==> src/rtl/bnbc_pkg.sv <==
// ----------------------------------------------------------------------------
// bnbc_pkg
// Shared types and constants of the two-class Bernoulli naive Bayes unit.
// ----------------------------------------------------------------------------
`default_nettype none

package bnbc_pkg;

    localparam int unsigned FEATURES_DEF   = 32;
    localparam int unsigned COUNT_BITS_DEF = 16;
    localparam int unsigned IN_BITS        = 32;
    localparam int unsigned TALLY_BITS     = 16;
    localparam int unsigned MAN_BITS       = 32;
    localparam int unsigned EXP_BITS       = 12;
    localparam int unsigned IN_TDATA_BITS  = 32;
    localparam int unsigned OUT_TDATA_BITS = 56;

    localparam logic ACT_TRAIN    = 1'b0;
    localparam logic ACT_CLASSIFY = 1'b1;

    // commands from the controller to the datapath
    typedef struct packed {
        logic load;       // capture the accepted transaction
        logic train;      // apply the training update
        logic score_init; // start both scores with their prior totals
        logic score_step; // apply one feature factor or one other total
        logic finish;     // compare and update the tallies
    } t_cmd;

    // status from the datapath to the controller
    typedef struct packed {
        logic is_classify;
        logic last_feature;
    } t_sts;

endpackage

`default_nettype wire

==> src/rtl/bnbc_ctrl.sv <==
// ----------------------------------------------------------------------------
// bnbc_ctrl
// Controller: sequences training, per-feature scoring and the result.
// ----------------------------------------------------------------------------
`default_nettype none

module bnbc_ctrl (
    input  wire                 i_clk,
    input  wire                 i_rst_n,
    input  wire                 i_in_fire,
    input  wire                 i_out_busy,
    input  bnbc_pkg::t_sts      i_sts,
    output logic                o_idle,
    output bnbc_pkg::t_cmd      o_cmd
);
    import bnbc_pkg::*;

    typedef enum logic [4:0] {
        ST_IDLE   = 5'b00001,
        ST_DECODE = 5'b00010,
        ST_INIT   = 5'b00100,
        ST_SCORE  = 5'b01000,
        ST_FINISH = 5'b10000
    } t_state;

    t_state r_state, n_state;

    // next state
    always_comb begin
        n_state = r_state;
        unique case (r_state)
            ST_IDLE:   if (i_in_fire) n_state = ST_DECODE;
            ST_DECODE: n_state = i_sts.is_classify ? ST_INIT : ST_IDLE;
            ST_INIT:   n_state = ST_SCORE;
            ST_SCORE:  if (i_sts.last_feature) n_state = ST_FINISH;
            ST_FINISH: if (!i_out_busy) n_state = ST_IDLE;
            default:   n_state = ST_IDLE;
        endcase
    end

    always_ff @(posedge i_clk) begin
        if (!i_rst_n) r_state <= ST_IDLE;
        else          r_state <= n_state;
    end

    // command decode
    always_comb begin
        o_cmd            = '0;
        o_cmd.load       = i_in_fire;
        o_cmd.train      = (r_state == ST_DECODE) && !i_sts.is_classify;
        o_cmd.score_init = (r_state == ST_INIT);
        o_cmd.score_step = (r_state == ST_SCORE);
        o_cmd.finish     = (r_state == ST_FINISH) && !i_out_busy;
    end

    assign o_idle = (r_state == ST_IDLE);

endmodule

`default_nettype wire

==> config.mk <==
export PLATFORM = sky130hd
export DESIGN_NAME = bnbc_ctrl
export DESIGN_NICKNAME = d
export VERILOG_FILES = /design/src/rtl/bnbc_pkg.sv /design/src/rtl/bnbc_ctrl.sv
export SDC_FILE = /design/constraint.sdc
export NUM_CORES = 1
export LEC_CHECK = 0
export ABC_AREA = 1
export BUFFER_PORTS_ARGS = -buffer_cell sky130_fd_sc_hd__clkbuf_2
export CELL_PAD_IN_SITES_DETAIL_PLACEMENT = 0
export CELL_PAD_IN_SITES_GLOBAL_PLACEMENT = 1
export CORE_AREA = 2 2 39 41
export DETAILED_ROUTE_END_ITERATION = 8
export DIE_AREA = 0 0 41 43
export PLACE_DENSITY = 0.67
export SLEW_MARGIN = 20
export SYNTH_ARGS = -nofsm -noshare
export SYNTH_HDL_FRONTEND = slang
export SYNTH_SLANG_ARGS = --single-unit
==> constraint.sdc <==
create_clock -name i_clk -period 2.9 [get_ports i_clk]
set_input_delay 0.58 -clock i_clk [delete_from_list [all_inputs] [get_ports i_clk]]
set_output_delay 0.58 -clock i_clk [all_outputs]
set_load 0.02 [all_outputs]
# Word-level counts from Yosys, hierarchy flattened
# Index checks and enable logic that the tools add are counted.
# totals
reg_bits	5
input_bits	6
out_inout_bits	6
elab_cells	19
# op_classes
n_eq_ne	8
mux	5
reduce_logical	5
# op_table
op	n
one-hot mux 5 bit (5 select lines)	1
2-to-1 mux 5 bit	3
inequality test 2 bit (second input constant)	3
equality test 5 x 1 -> 1 bit (second input constant)	1
equality test 5 x 2 -> 1 bit (second input constant)	1
equality test 5 x 3 -> 1 bit (second input constant)	1
equality test 5 x 4 -> 1 bit (second input constant)	1
equality test 5 bit (second input constant)	1
2-to-1 mux 3 bit	1
AND reduction 3 bit	1
logical AND 1 bit	2
logical NOT 1 bit	2

# Logic depth before layout (Yosys ltp)
# logic_depth
depth_word	3
depth_mapped	9
mapped_depth_nobuf	9

# Least setup slack after synthesis
# Ideal clock, no wire load.
# synth_path
path_kind	register to output
start	reg r_state[2]
end	out o_cmd[0] (netlist name)
t_arrival_ps	907
t_required_ps	2320
path_slack_ps	1413
stages_incl_launch_ff	4
n_path_buf	0
path_cell_list	dfxtp_1 > nor2_4 > nand3_1 > nor2_1
# synth_lines
element	line	source
from (decl)	bnbc_ctrl.sv:26	t_state r_state, n_state;
from (signal assigned)	bnbc_ctrl.sv:43	else r_state <= n_state;
to (decl)	bnbc_ctrl.sv:14	output bnbc_pkg::t_cmd o_cmd

==> metrics.md <==
| Metric | Value |
|---|---|
| Status | completed |
| Hold_buf cts | 0 |
| Grt ovf | 0 |
| Worst Setup Start Kind | flip-flop |
| Largest register by flop count | r_state |
| First drt pass iteration count | 4 |
| Reg power frac | 0.296 |
| Crit path max fanout | 3 |
| Max H-tree Level | 1 |
| Setup bufs post-CTS | 0 |
| Post-route DRC violation count | 0 |
| Logic pwr share | 0.493 |
| Vias | 368 |
| Post-route ant nets | 0 |
| Final Setup Violations | 0 |
| Initial antenna violation count | 0 |
| Via density | 4.43 |
| Total die area | 1760 um^2 |
| Avg Cell Area, Syn | 6.94 um^2 |
| Maximum clock frequency | between 0.5 and 0.6 GHz |
| Post-synth cell types | 18 |
| Layout fillers | 162 |
| Worst stage delay on the critical path | 0.40 ns |
| Total design power | 0.375 mW |
| I/O Pins | 12 |
| CTS Buffer Depth | 2 |
| Placer Congestion | 0.697 |
| RSZ-0062 raised after global routing | no |
| Final wirelength | 715 um |
| Final WS setup | around 1.1 ns |
| Clock latency on the worst-skew pair | 0.24 ns |
| Clock Sinks | 5 |
| Post-route setup TNS | 0 ns |
| Post-Syn Nets | 59 |
| Mapped Area | 368 um^2 |
| FF-to-FF setup slack | 1.79 ns |
| Min-delay worst type | reg -> reg |
| Post-synth EDFFs | 0 |
| FF+latch count, synth | 5 |
| Overall Global Routing Usage | 0.101 |
| Pleak | 0.258 nW |
| Synth top cells by count | 11 x inv_1, 7 x nand2_1, 5 x dfxtp_1, 5 x nor2_1 |
| Clock Skew | approximately 0.0012 ns |
| Post-layout nets | 74 |
| Chip height | 43 um |
| Critical Path End Type | primary output |
| Clock network power share | 0.211 |
| # port buffers | 11 |
| Hold path cells | 2 |
| CORE AREA | 1380 um^2 |
| Wire per inst | 8.61 um |
| Area Growth Syn to Fin | 25.5% |
| Ant. Diodes | 0 |
| R2R cell count | 8 |
| Worst r2r src | r_state[0] |
| Std cell rows | 14 |
| Fin. Hold Viols | 0 |
| Cell Pwr Density | 812 nW/um^2 |
| Post-synth top flop | dfxtp_1 |
| Seq/Total Area, Yosys | 0.272 |
| Max-slew violations | 0 |
| DIE WIDTH | slightly above 40 um |
| Fraction of layout cells with a size suffix above 1 | 0.448 |
| Crit path required time | 2.32 ns |
| Fraction of registers with async set/reset | 0 |
| Synth area leader | dfxtp_1 |
| Worst Hold Path EP | r_state[2] |
| Critical path class | reg -> out |
| Placement Setup Slack | 1.25 ns |
| CP max-delay cell | dfxtp_1 |
| Synth area leaders | dfxtp_1 27%, inv_1 11%, nand3_2 8.2% |
| Yosys warning total | 0 |
| Post-CTS Resized | 0 |
| Reported net switching power | 0.171 mW |
| Worst reg2reg path endpoint | r_state[0] |
| HPWL after detailed placement | about 630 um |
| Max_slew headroom | 0.794 |
| Initial Utilization | 0.266 |
| CP cell instances | inv_2, nor4_4, clkbuf_2 |
| Root buf cell | clkbuf_4 |
| Number of global-route vias before repair | 297 |
| First-pass GRT wire length | 1150 um |
| Worst Setup SP | r_state[3] |
| Max_cap viols | 0 |
| Top Registers | r_state (5) |
| Final period util | 0.609 |
| Crit path DAT | 1.19 ns |
| TritonCTS clock tree | built |
| Cell with the most instances after synthesis | inv_1 |
| Largest net degree at the start of global routing | 7 |
| P_int | just over 0.2 mW |
| Worst hold start | r_state[1] |
| 1st-iter DRT viols | 6 |
| Worst-margin pin slew | approximately 0.31 ns |
| Post-synth top area share | 0.272 |
| Max FFs per register | 5 |
| TritonCTS Buffers | 3 |
| Synth Instances | 53 |
| Sw Ratio | 0.456 |
| Maximum VDD drop | 0.191 mV |
| Worst-path clk slew | 0.04 ns |
| Min Clock Period, post-route | 1.77 ns |
-- metrics by stage --
stage	utilization	hold slack, ns	area [um^2]	instances
floorplan	-	0.523	368	53
global placement	0.315	0.567	435	79
detailed placement	0.315	0.560	435	79
CTS	0.334	0.571	462	83
global route	0.334	0.594	462	83
finish	0.334	0.569	462	83
-- worst max-delay path, delay by kind of cell (launching register included) --
family | cells | cell delay (ns)
flip-flops | 1 | 0.40
buffers and inverters | 2 | 0.29
AND/OR/NAND/NOR | 1 | 0.25
-- cell families (layout without fill, tap and decap cells) --
logic type | Yosys count | after routing | share of synthesized area
and+or+nand+nor | 30 | 30 | 0.527
buffers and inverters | 16 | 30 | 0.173
AOI/OAI and AO/OA | 2 | 2 | 0.0272
DFF | 5 | 5 | 0.272
-- worst max path at each step --
stage                           to  slack [ns]
after floorplan           o_cmd[0]        1.41
after global placement    o_cmd[3]        1.28
after detailed placement  o_cmd[3]        1.25
after CTS                 o_cmd[1]        1.11
after global routing      o_cmd[2]        1.03
final                     o_cmd[1]        1.13
-- layout by cell type, fill, tap and decap left out --
cell,netlist,layout
clkbuf_2,0,11
nand4_2,1,1
inv_1,11,11
nand3_2,3,3
nand2_1,7,7
nor2_2,4,4
nor3_2,1,1
nor2_1,5,5
o21ai_0,1,1
clkbuf_1,0,1
dfxtp_1,5,5
nor3_1,1,1
nand2_2,1,1
clkbuf_4,0,3
inv_2,4,4
nor4_4,1,1
nor2_4,1,1
a21oi_1,1,1
nand3_1,3,3
nand4_1,2,2
-- final cells by class --
type / instances / area, um^2 / share of cell area
inverters: 15 / 56.3 / 0.122
multi-input cells: 32 / 204 / 0.442
repair buffers: 11 / 55.1 / 0.119
clock buffers: 4 / 26.3 / 0.0569
well taps: 16 / 20.0 / 0.0434
flip-flops and latches: 5 / 100 / 0.217
-- power groups by stage --
stage	Sequential (mW)	Clock, mW	Combinational, mW
global route	0.113	0.0899	0.207
CTS	0.111	0.0821	0.189
floorplan	0.107	0	0.153
detailed placement	0.112	0	0.188
global placement	0.112	0	0.191
finish	0.111	0.0791	0.185
-- per-layer routing --
layer / wire length, um / GRT usage / up-vias
met5: 0 / 0 / -
met4: 12 / 0.100 / 0
met3: 25 / 0.0314 / 2
met2: 379 / 0.156 / 11
met1: 298 / 0.0965 / 164
li1: - / - / 191
No activity file was read; power rests on OpenSTA's default activity.
